$ cat config.mk
export PLATFORM = sky130hd
export DESIGN_NAME = tch_rot_cell
export DESIGN_NICKNAME = d
export VERILOG_FILES = /design/src/rtl/tch_rot_cell.sv
export SDC_FILE = /design/constraint.sdc
export NUM_CORES = 1
export LEC_CHECK = 0
export BUFFER_PORTS_ARGS = -buffer_cell sky130_fd_sc_hd__buf_2
export CELL_PAD_IN_SITES_DETAIL_PLACEMENT = 1
export CELL_PAD_IN_SITES_GLOBAL_PLACEMENT = 2
export CORE_MARGIN = 2
export CORE_UTILIZATION = 35
export CTS_BUF_LIST = sky130_fd_sc_hd__clkbuf_8 sky130_fd_sc_hd__clkbuf_16
export CTS_CLUSTER_DIAMETER = 100
export DETAILED_ROUTE_END_ITERATION = 8
export HOLD_SLACK_MARGIN = 0.02
export PLACE_DENSITY = 0.89
export SLEW_MARGIN = 30
export SYNTH_ARGS = -nofsm -noshare
export SYNTH_HDL_FRONTEND = slang
export SYNTH_SLANG_ARGS = --single-unit
$ cat constraint.sdc
create_clock -name clk -period 7.6 [get_ports clk]
set_input_delay 1.14 -clock clk [delete_from_list [all_inputs] [get_ports clk]]
set_output_delay 1.14 -clock clk [all_outputs]
set_load 0.05 [all_outputs]
$ cat src/rtl/tch_rot_cell.sv
// One CORDIC micro-rotation cell with registered outputs.
// No dependencies.
module tch_rot_cell #(
	parameter int W = 25,
	parameter int STAGE = 0
) (
	input  logic                clk,
	input  logic signed [W-1:0] x,
	input  logic signed [W-1:0] y,
	input  logic                dir,
	output logic signed [W-1:0] x_rot,
	output logic signed [W-1:0] y_rot
);

	logic signed [W-1:0] x_q, y_q;

	// rotate by +-atan(2^-STAGE) with floor shifts
	always_ff @(posedge clk) begin
		if (dir) begin
			x_q <= x + (y >>> STAGE);
			y_q <= y - (x >>> STAGE);
		end else begin
			x_q <= x - (y >>> STAGE);
			y_q <= y + (x >>> STAGE);
		end
	end

	assign x_rot = x_q;
	assign y_rot = y_q;

endmodule

==> reports/results.ini <==
[route]
drt_first_pass_iters=4
drc=0
ant_nets=0
num_vias=5259
drt_iter0_markers=391
wire_per_inst_um=19.5
vias_per_cell=5.60
wl_mm=18.3

[timing]
worst_pin_slew_ps=944
hold_slack_ps=1160
max_slew_margin_pct=36.5
setup-tns-final_ps=0
fin_crit_ps=3690
max_freq_mhz=271
slew_viol_final=0
period_share_pct=48.6
setup_violations=0
grt_setup_unrepaired=false
finalHoldViolCount=0

[cts]
h-tree-depth=2
clock_sink_count=49
cts_tree=done
post_cts_buffers=0
cts-root-buf=clkbuf_16
cts_buffers=5
postCtsResizedCells=0
hold_buffers=0
cts.path.max_buffers=2
path_clk_slew_ps=80

[synthesis]
synth_top_area_cell=ha_1
synth_top_family_by_area=compound AO/OA/AOI/OAI gates
ys.warnings.count=0
netlist_top_cells_area=ha_1, dfxtp_1, a21oi_1, xnor2_1, inv_1
synth-compound-area-share_pct=27.2
synthCells=677
synth.area.mux_share_pct=3.07
synth.top_cell.area_share_pct=18.9
seq_area_frac_synth_pct=18.8
synth_area_mm2=0.00522
syn_nets=811
syn_avg_cell_area_um2=7.71
synth-async-reset-ratio_pct=0
synthXorXnorAreaFrac_pct=7.55
ys_ff_latch=49
synth_fa_ha_area_share_pct=20.1
synth-edff-count=0
yosysMostFrequentCell=a21oi_1
ys.flop_type=dfxtp_1
ys_types=77
yosys.area_share.simple_pct=14.6
synthTopCellsByCount=a21oi_1, ha_1, inv_1

[die]
core-area_mm2=0.0145
die_y_um=126
die_x_um=126
io_pins=102
start_util_pct=35.9
fp-row-count=44
die_area_mm2=0.0159

[final_layout]
antenna_cells=0
final_util_pct=41.0
post_route_cells_drive_above_1_share_pct=17.4
nNetsFinal=888
areaGrowthSynthToFinish_pct=14.1

[place]
dp_hpwl_mm=14.9
gp_congestion=0.951
portBuffers=101

[critical_path]
cp-end-kind=flop
max_stage_delay_ps=630
cp_cell_sequence=buf_2 > inv_1 > ha_1 > nand2_1 > nor4_1 > or3_1 > a21oi_1 > o311ai_0 > o21ai_1 > xnor2_1
path_max_fanout=13
crit_arrival_ps=3870
slowest_stage=ha_1
crit_required_ps=7780
worst-setup-path-type=input pin to flop
critPathLaunchType=input pin

[job]
cap_violations=0

[power]
finalPower_mw=1.26
power-per-cell-area_mw_per_mm2=212
ir_drop_v=0.0000830
p_leak_nw=2.79

[worst_hold_path]
hold_path_class=input pin to flop

[grt]
grt_pass1_vias=5532
grt_pass1_wl_mm=29.3
grt-ovfl-total=0
grt_usage_pct=22.7
grt_antenna_before_repair=0
grt_max_degree=68

[run_status]
status=complete, no violations

## placed cells by master (no fill, tap or decap), drive strengths merged, types with 7 or more instances in the layout
cell type and count:
nand2 37, nand3 8, ha 79, o211ai 8
o31ai 14, nor3 13, a21o 7, o21a 8
nor4 8, buf 102, a211oi 11, inv 75
nand4 13, nor2 54, o21ai 46, dfxtp 49
a21oi 86, xnor2 42, mux2i 16
## per-layer routing
layer  wire [um]  vias to the layer above  GRT usage, %
met3         838                       23          2.29
met5           0                        -             0
met2        9010                      174          39.9
li1            -                     2508             -
met1        8140                     2554          29.4
met4         327                        0          6.59
## worst max-delay path: cells and delay by family
family / cells / cell delay, ps
adder cells (fa/ha/maj): 1 / 630
XOR/XNOR: 1 / 160
AO/OA/AOI/OAI: 3 / 600
AND/OR/NAND/NOR: 3 / 1180
buffers and inverters: 2 / 150
## final timing paths
| kind | start | cells after the start | endpoint |
|---|---|---|---|
| setup / recovery | y[15] | 10 | y_rot[20]$_DFF_P_ |
| hold / removal | x[0] | 3 | x_rot[0]$_DFF_P_ |
## area by class of cell
type | count | area [um2]
flip-flops and latches | 49 | 981
multi-input cells | 520 | 3790
repair buffers | 102 | 513
fillers | 1843 | 8580
clock inverters | 3 | 25.0
well taps | 184 | 230
clock buffers | 5 | 125
inverters | 76 | 285
## cells by family after synthesis
kind of cell / Yosys count
AOI/OAI and AO/OA: 221
muxes: 16
xor gates and xnor gates: 45
adders and majority gates: 82
and+or+nand+nor: 156
DFF: 49
buffers and inverters: 108
## power breakdown
part / total (mW) / internal, mW / switching (mW)
combinational: 0.683 / 0.185 / 0.499
clock: 0.242 / 0.125 / 0.117
sequential: 0.338 / 0.319 / 0.0182
## flip-flops by register name, indices dropped and copies added, names as in the netlist
register	cells
y_rot	24
x_rot	25
## per-stage QoR
step	setup WS, ps	instance area (um2)	cells
CTS	4000	5950	939
global placement	3750	5800	931
detailed placement	3690	5800	931
finish	3910	5950	939
global route	3740	5950	939
floorplan	4190	5220	677
No activity file was read; power rests on OpenSTA's default activity.
