$ cat src/rtl/tch_pkg.sv
// Shared constants and the arctangent table for the tilt compensated heading unit.
// No dependencies.
package tch_pkg;

	// guard bits added below each sample
	localparam int GUARD = 6;
	// fraction bits of every angle (degrees)
	localparam int AF = 16;
	// width of the angle accumulators
	localparam int ANG_W = 25;
	// CORDIC gain correction, 1/K scaled by 2^KF
	localparam int KF = 30;
	localparam logic [KF-1:0] KINV = 30'd652032874;
	// entries of the arctangent table
	localparam int TBL_LEN = 24;
	// 90 degrees in angle units
	localparam logic signed [ANG_W-1:0] DEG90 = ANG_W'(90 * (1 << AF));

	// atan(2^-i) in degrees, AF fraction bits
	function automatic logic signed [ANG_W-1:0] atan_deg(input int i);
		logic signed [ANG_W-1:0] r;
		case (i)
			0: r = ANG_W'(2949120);
			1: r = ANG_W'(1740967);
			2: r = ANG_W'(919879);
			3: r = ANG_W'(466945);
			4: r = ANG_W'(234379);
			5: r = ANG_W'(117304);
			6: r = ANG_W'(58666);
			7: r = ANG_W'(29335);
			8: r = ANG_W'(14668);
			9: r = ANG_W'(7334);
			10: r = ANG_W'(3667);
			11: r = ANG_W'(1833);
			12: r = ANG_W'(917);
			13: r = ANG_W'(458);
			14: r = ANG_W'(229);
			15: r = ANG_W'(115);
			16: r = ANG_W'(57);
			17: r = ANG_W'(29);
			18: r = ANG_W'(14);
			19: r = ANG_W'(7);
			20: r = ANG_W'(4);
			21: r = ANG_W'(2);
			22: r = ANG_W'(1);
			default: r = '0;
		endcase
		return r;
	endfunction

endpackage

$ cat src/rtl/tch_rot_cell.sv
// One CORDIC micro-rotation cell with registered outputs.
// No dependencies.
module tch_rot_cell #(
	parameter int W = 25,
	parameter int STAGE = 0
) (
	input  logic                clk,
	input  logic signed [W-1:0] x,
	input  logic signed [W-1:0] y,
	input  logic                dir,
	output logic signed [W-1:0] x_rot,
	output logic signed [W-1:0] y_rot
);

	logic signed [W-1:0] x_q, y_q;

	// rotate by +-atan(2^-STAGE) with floor shifts
	always_ff @(posedge clk) begin
		if (dir) begin
			x_q <= x + (y >>> STAGE);
			y_q <= y - (x >>> STAGE);
		end else begin
			x_q <= x - (y >>> STAGE);
			y_q <= y + (x >>> STAGE);
		end
	end

	assign x_rot = x_q;
	assign y_rot = y_q;

endmodule

$ cat src/rtl/tch_vec_cell.sv
// CORDIC vectoring cell: picks its direction from the sign of y and accumulates the angle.
// Depends on tch_pkg and tch_rot_cell.
module tch_vec_cell import tch_pkg::*; #(
	parameter int W = 25,
	parameter int STAGE = 0
) (
	input  logic                    clk,
	input  logic signed [W-1:0]     x,
	input  logic signed [W-1:0]     y,
	input  logic signed [ANG_W-1:0] ang,
	output logic                    dir,
	output logic signed [W-1:0]     x_rot,
	output logic signed [W-1:0]     y_rot,
	output logic signed [ANG_W-1:0] ang_acc
);

	logic signed [ANG_W-1:0] ang_q;

	// drive y toward zero
	assign dir = ~y[W-1];

	tch_rot_cell #(.W(W), .STAGE(STAGE)) u_rot (
		.clk(clk), .x(x), .y(y), .dir(dir), .x_rot(x_rot), .y_rot(y_rot)
	);

	// accumulate the angle turned so far
	always_ff @(posedge clk) begin
		ang_q <= dir ? ang + atan_deg(STAGE) : ang - atan_deg(STAGE);
	end

	assign ang_acc = ang_q;

endmodule

$ cat config.mk
export PLATFORM = sky130hd
export DESIGN_NAME = tch_vec_cell
export DESIGN_NICKNAME = d
export VERILOG_FILES = /design/src/rtl/tch_pkg.sv /design/src/rtl/tch_rot_cell.sv /design/src/rtl/tch_vec_cell.sv
export SDC_FILE = /design/constraint.sdc
export NUM_CORES = 1
export LEC_CHECK = 0
export ABC_CLOCK_PERIOD_IN_PS = 3200
export BUFFER_PORTS_ARGS = -buffer_cell sky130_fd_sc_hd__buf_2
export CAP_MARGIN = 10
export CORE_ASPECT_RATIO = 1.75
export CORE_UTILIZATION = 55
export DETAILED_ROUTE_END_ITERATION = 6
export PLACE_DENSITY = 0.84
export REMOVE_ABC_BUFFERS = 1
export SLEW_MARGIN = 15
export SYNTH_ARGS = -nofsm -noshare
export SYNTH_HDL_FRONTEND = slang
export SYNTH_SLANG_ARGS = --single-unit
$ cat constraint.sdc
create_clock -name clk -period 3.2 [get_ports clk]
set_input_delay 0.48 -clock clk [delete_from_list [all_inputs] [get_ports clk]]
set_output_delay 0.48 -clock clk [all_outputs]
set_load 0.005 [all_outputs]
==> flow_metrics.py, run 1 <==
metrics = {
    "critical_path": {
        "path_depth": 11,
        "critPathMaxFanout": 10,
        "crit_arrival_ns": 3.18,
        "startpoint": "y[4]",
        "path_cells": "buf_2 -> inv_1 -> ha_1 -> nor2b_4 -> a2111oi_0 -> a2111o_1 -> a31oi_4 -> a21oi_2 -> nor2_1 -> a21oi_1 -> xnor2_1",
        "start_kind": "primary input",
        "cp.required_ns": 3.41,
        "crit_type": "in -> reg",
        "crit_path_max_incr_delay_ns": 0.53,
        "cp_slowest_cell": "ha_1",
        "crit_path_end": "u_rot.y_rot[15]",
        "path_delay_family": "compound AO/OA/AOI/OAI gates",
        "cp-end-kind": "register",
        "cp_num_buf_inv": 2,
    },
    "placed_design": {
        "globalplace.congestion": 1.08,
        "dp_hpwl_mm": 15.3,
        "port_buffers": 151,
    },
    "yosys": {
        "synth_enable_flop_cells": 0,
        "ys.flop_type": "dfxtp_1",
        "syn_avg_cell_area_um2": 8.05,
        "ys_seq_area_share_pct": 24.6,
        "async_reset_ff_share_pct": 0,
        "syn_inst": 748,
        "syn-cell-area_mm2": 0.00602,
        "synth_compound_area_share_pct": 25.3,
        "ys_warn_count": 0,
        "synth_adder_area_share_pct": 19.4,
        "synth_top_family_by_area": "compound AO/OA/AOI/OAI gates",
        "synth-simple-area-share_pct": 13.3,
        "synth_xor_area_share_pct": 7.86,
        "synth.distinct_cells": 67,
        "muxShareOfSynthArea_pct": 2.00,
        "synth_seq_cells": 74,
    },
    "cells_and_area": {
        "final_common_cell": "buf_2",
        "drive_gt1_share_pct": 23.1,
        "final_cell_mix": "151 x buf_2, 87 x ha_1, 78 x a21oi_1",
        "synthToLayoutAreaGrowth_pct": 21.2,
        "diodes": 0,
        "nets": 1072,
    },
    "worst_hold_path": {
        "hold_path.class": "in -> reg",
        "holdPathStages": 1,
    },
    "sta": {
        "period_minus_slack_ns": 2.97,
        "hold_violations": 0,
        "setup_tns_ns": 0,
        "tightest_slew_ns": 0.647,
        "maxSlewViolCount": 0,
        "setup_viol": 0,
        "rsz0062_at_grt": "false",
        "fin_crit_sh_pct": 92.8,
        "relSlewSlack_pct": 56.6,
        "clock.fmax_mhz": 337,
    },
    "clock_tree": {
        "cts_root_buffer": "clkbuf_16",
        "cts_tree": "yes",
        "cts_buffers": 9,
        "postCtsSetupRepairBufs": 0,
        "holdBufCountCts": 0,
        "post_cts_resized": 0,
        "clk_pin_slew_ns": 0.06,
        "htreeDepth": 3,
        "cts.sinks": 74,
        "clk_path_buf_depth": 2,
    },
    "die": {
        "die_h_um": 140,
        "core_area_mm2": 0.0107,
        "io_pins": 152,
        "initial_core_util_pct": 56.3,
        "die_w_um": 81.1,
        "row_count": 50,
        "die_area_mm2": 0.0114,
    },
    "global_routing": {
        "grt_pass1_vias": 6004,
        "overflow": 0,
        "grt_max_degree": 51,
        "antenna_found_initial": 0,
        "grt_pass1_wl_mm": 30.1,
        "grtUsageTotal_pct": 35.6,
    },
    "outcome": {
        "outcome": "finished clean",
    },
    "route": {
        "drt_iter0_markers": 481,
        "totalWireLength_mm": 19.6,
        "routedWlPerCell_um": 18.9,
        "vias": 6226,
        "via_per_inst": 5.99,
        "first_pass_iters": 5,
        "drc": 0,
        "antenna_left": 0,
    },
    "pwr": {
        "ir_drop_uv": 392,
        "combinationalPowerShare_pct": 37.4,
        "clockPowerShare_pct": 28.8,
        "netSwitchingFraction_pct": 34.6,
        "power_density_mw_per_mm2": 463,
        "total_power_mw": 3.38,
        "power.share.sequential_pct": 33.8,
        "p_leak_nw": 3.61,
        "power.internal_mw": 2.21,
        "switchingPower_mw": 1.17,
    },
    "job": {
        "drv_cap": 0,
    },
}
-- cell usage after synthesis, types with 5 or more instances --
cell      number  area share [%]
o21bai_1      12             1.5
xnor2_1       47             6.8
clkbuf_1      25             1.6
o211ai_1       6            0.75
a21oi_1       78             6.5
dfxtp_1       74              25
nand2b_1       6            0.62
a211oi_1      13             1.6
o21ai_0       50             4.2
mux2i_1       12             2.0
nand4_1        8            0.83
a31oi_1        6            0.62
nor2_1        65             4.1
inv_1         77             4.8
nor3_1        12             1.0
nand3_1        6            0.50
o31ai_1        5            0.62
xor2_1         7             1.0
nor2b_1        6            0.62
a21o_1        17             2.1
nand2_1       35             2.2
ha_1          87              18
nor4_1         7            0.73
o21a_1         6            0.75
buf_1          5            0.31
or3_1          6            0.62
-- metrics by stage --
step | hold slack, ns | utilization (%) | cells | cell area (um2) | setup WS, ns
finish | 0.234 | 68.2 | 1040 | 7290 | 0.230
global route | 0.235 | 68.2 | 1040 | 7290 | 0.0930
CTS | 0.236 | 68.2 | 1040 | 7290 | 0.424
detailed placement | 0.584 | 65.5 | 1024 | 7010 | 0.0926
global placement | 0.582 | 65.5 | 1024 | 7010 | 0.0458
floorplan | 0.508 | - | 712 | 5860 | 0.472
-- per-layer routing --
metal / track usage [%] / wire length (um) / vias up
met5: 0 / 0 / -
met4: 30.2 / 1880 / 0
met3: 9.90 / 1530 / 124
met2: 63.0 / 9960 / 351
met1: 31.7 / 6260 / 2837
li1: - / - / 2914
-- cells by family after synthesis --
| logic type | count (synthesis) |
|---|---|
| AOI/OAI and AO/OA | 236 |
| adders and majority gates | 91 |
| buffers and inverters | 114 |
| DFF | 74 |
| xor gates and xnor gates | 54 |
| and+or+nand+nor | 167 |
| muxes | 12 |
-- final cells by class --
type / count / area (um2)
timing repair buffer: 182 / 988
clock inverter: 3 / 22.5
multi-input combinational: 560 / 4090
inverter: 78 / 293
fill: 906 / 3400
clock buffer: 13 / 260
sequential: 74 / 1480
tap: 130 / 163
-- state kept, by name, indices dropped and copies added, names as in the netlist --
register     count
u_rot.x_rot     25
u_rot.y_rot     24
ang_acc         25
-- power by group through the flow --
| stage | Clock, mW | Sequential, mW | Combinational (mW) |
|---|---|---|---|
| 3_5_place_dp | 0 | 1.16 | 1.22 |
| 4_1_cts | 0.976 | 1.14 | 1.23 |
| 6_report | 0.973 | 1.14 | 1.26 |
| 3_3_place_gp | 0 | 1.16 | 1.21 |
| 2_1_floorplan | 0 | 1.19 | 0.668 |
| 5_1_grt | 1.02 | 1.16 | 1.37 |
-- worst min-delay path by stage --
| stage | startpoint | endpoint | slack, ns |
|---|---|---|---|
| 2_1_floorplan | ang[0] | ang_acc[0] | 0.51 |
| 3_3_place_gp | ang[2] | ang_acc[2] | 0.58 |
| 3_5_place_dp | ang[2] | ang_acc[2] | 0.58 |
| 4_1_cts | ang[11] | ang_acc[11] | 0.24 |
| 5_1_grt | ang[11] | ang_acc[11] | 0.24 |
| 6_report | ang[13] | ang_acc[13] | 0.23 |
(Power assumes the default switching activity.)
==> inputs of run 2 (changes only) <==
--- a/config.mk
+++ b/config.mk
@@ -5,12 +5,13 @@
 export SDC_FILE = /design/constraint.sdc
 export NUM_CORES = 1
 export LEC_CHECK = 0
-export ABC_CLOCK_PERIOD_IN_PS = 3200
+export ABC_CLOCK_PERIOD_IN_PS = 3500
 export BUFFER_PORTS_ARGS = -buffer_cell sky130_fd_sc_hd__buf_2
 export CAP_MARGIN = 10
 export CORE_ASPECT_RATIO = 1.75
 export CORE_UTILIZATION = 55
 export DETAILED_ROUTE_END_ITERATION = 6
+export MAX_ROUTING_LAYER = met4
 export PLACE_DENSITY = 0.84
 export REMOVE_ABC_BUFFERS = 1
 export SLEW_MARGIN = 15
==> constraint.sdc (replaced) <==
create_clock -name clk -period 3.5 [get_ports clk]
set_input_delay 0.525 -clock clk [delete_from_list [all_inputs] [get_ports clk]]
set_output_delay 0.525 -clock clk [all_outputs]
set_load 0.005 [all_outputs]
==> flow_metrics.py, run 2 (synthesis results as in run 1) <==
metrics = {
    "outcome": {
        "outcome": "finished clean",
    },
    "pwr": {
        "total_power_mw": 3.09,
        "switchingPower_mw": 1.07,
        "power.internal_mw": 2.02,
        "clockPowerShare_pct": 29.4,
        "ir_drop_uv": 364,
        "power_density_mw_per_mm2": 428,
        "p_leak_nw": 3.57,
        "netSwitchingFraction_pct": 34.6,
        "power.share.sequential_pct": 33.8,
        "combinationalPowerShare_pct": 36.8,
    },
    "clock_tree": {
        "clk_pin_slew_ns": 0.06,
        "clk_path_buf_depth": 2,
        "post_cts_resized": 0,
        "cts.sinks": 74,
        "postCtsSetupRepairBufs": 0,
        "cts_tree": "yes",
        "cts_root_buffer": "clkbuf_16",
        "htreeDepth": 3,
        "cts_buffers": 9,
        "holdBufCountCts": 0,
    },
    "worst_hold_path": {
        "holdPathStages": 1,
        "hold_path.class": "in -> reg",
    },
    "global_routing": {
        "overflow": 0,
        "grt_pass1_wl_mm": 30.9,
        "grt_pass1_vias": 6240,
        "grtUsageTotal_pct": 37.5,
        "grt_max_degree": 63,
        "antenna_found_initial": 0,
    },
    "die": {
        "io_pins": 152,
        "row_count": 50,
        "core_area_mm2": 0.0107,
        "die_w_um": 81.1,
        "die_h_um": 140,
        "initial_core_util_pct": 56.3,
        "die_area_mm2": 0.0114,
    },
    "route": {
        "first_pass_iters": 5,
        "routedWlPerCell_um": 19.2,
        "antenna_left": 0,
        "drc": 0,
        "via_per_inst": 6.04,
        "drt_iter0_markers": 428,
        "vias": 6223,
        "totalWireLength_mm": 19.8,
    },
    "placed_design": {
        "globalplace.congestion": 1.09,
        "port_buffers": 151,
        "dp_hpwl_mm": 15.4,
        "pre_cts_slack_ns": 0.237,
        "place_area_mm2": 0.00694,
    },
    "critical_path": {
        "cp.required_ns": 3.78,
        "crit_type": "in -> reg",
        "crit_path_max_incr_delay_ns": 0.50,
        "path_cells": "buf_2 -> inv_1 -> ha_1 -> nor2b_4 -> a2111oi_0 -> buf_4 -> a2111o_1 -> o211ai_1 -> a21boi_0 -> o311ai_1 -> a21oi_1 -> xor2_1",
        "cp-end-kind": "register",
        "cp_slowest_cell": "a21boi_0",
        "crit_arrival_ns": 3.30,
        "start_kind": "primary input",
        "critPathMaxFanout": 5,
    },
    "cells_and_area": {
        "fillers": 924,
        "final-seq-area_mm2": 0.00148,
        "final_cell_mix": "151 x buf_2, 87 x ha_1, 78 x a21oi_1",
        "final_common_cell": "buf_2",
        "diodes": 0,
        "drive_gt1_share_pct": 22.4,
        "stdcell_area_mm2": 0.00723,
        "synthToLayoutAreaGrowth_pct": 20.1,
        "multiInputGateArea_mm2": 0.00409,
        "nets": 1063,
    },
    "sta": {
        "hold_violations": 0,
        "setup_tns_ns": 0,
        "setup_viol": 0,
        "fin_crit_sh_pct": 86.4,
        "maxSlewViolCount": 0,
        "clock.fmax_mhz": 331,
        "hold_slack_ns": 0.272,
        "layout_setup_ws_ns": 0.478,
        "period_minus_slack_ns": 3.02,
        "tightest_slew_ns": 0.710,
        "rsz0062_at_grt": "false",
        "relSlewSlack_pct": 52.6,
    },
    "job": {
        "drv_cap": 0,
    },
}
-- run 2: cell types whose count changed in the layout (fill, tap and decap cells not counted), sizes merged --
cell	change
clkbuf	-1
buf	-9
-- run 2: cell type report --
type / count / share of cell area, %
Tap cell: 130 / 2.25
Multi-Input combinational cell: 560 / 56.5
Timing Repair Buffer: 173 / 12.7
Clock inverter: 3 / 0.311
Clock buffer: 12 / 3.69
Inverter: 78 / 4.05
Sequential cell: 74 / 20.5
-- run 2: final timing paths --
kind / startpoint / endpoint / slack [ns]
setup / recovery: y[4] / u_rot.y_rot[21] / 0.48
hold / removal: ang[8] / ang_acc[8] / 0.27
-- run 2: critical path: cells and delay by family --
kind	cells	cell delay, ns
AO/OA/AOI/OAI	6	1.78
adder cells (fa/ha/maj)	1	0.42
AND/OR/NAND/NOR	1	0.07
XOR/XNOR	1	0.18
buffers and inverters	3	0.32
-- run 2: metal layers --
layer  up-vias  share of wire, %  global-route usage, %
li1       2897                 -                      -
met5         -                 0                      -
met3       126               7.3                   9.77
met2       336                53                   66.0
met1      2864                31                   31.7
met4         0               8.6                   30.8
-- run 2: power groups by stage --
stage	Sequential [mW]	Combinational [mW]	Clock [mW]
2_1_floorplan	1.09	0.611	0
3_3_place_gp	1.06	1.09	0
3_5_place_dp	1.07	1.10	0
4_1_cts	1.05	1.11	0.911
5_1_grt	1.06	1.24	0.948
6_report	1.05	1.14	0.908
-- run 2: stage by stage --
step                utilization [%]  std cells
floorplan                         -        712
global placement               64.9       1015
detailed placement             64.9       1015
CTS                            67.6       1030
global route                   67.6       1030
finish                         67.6       1030
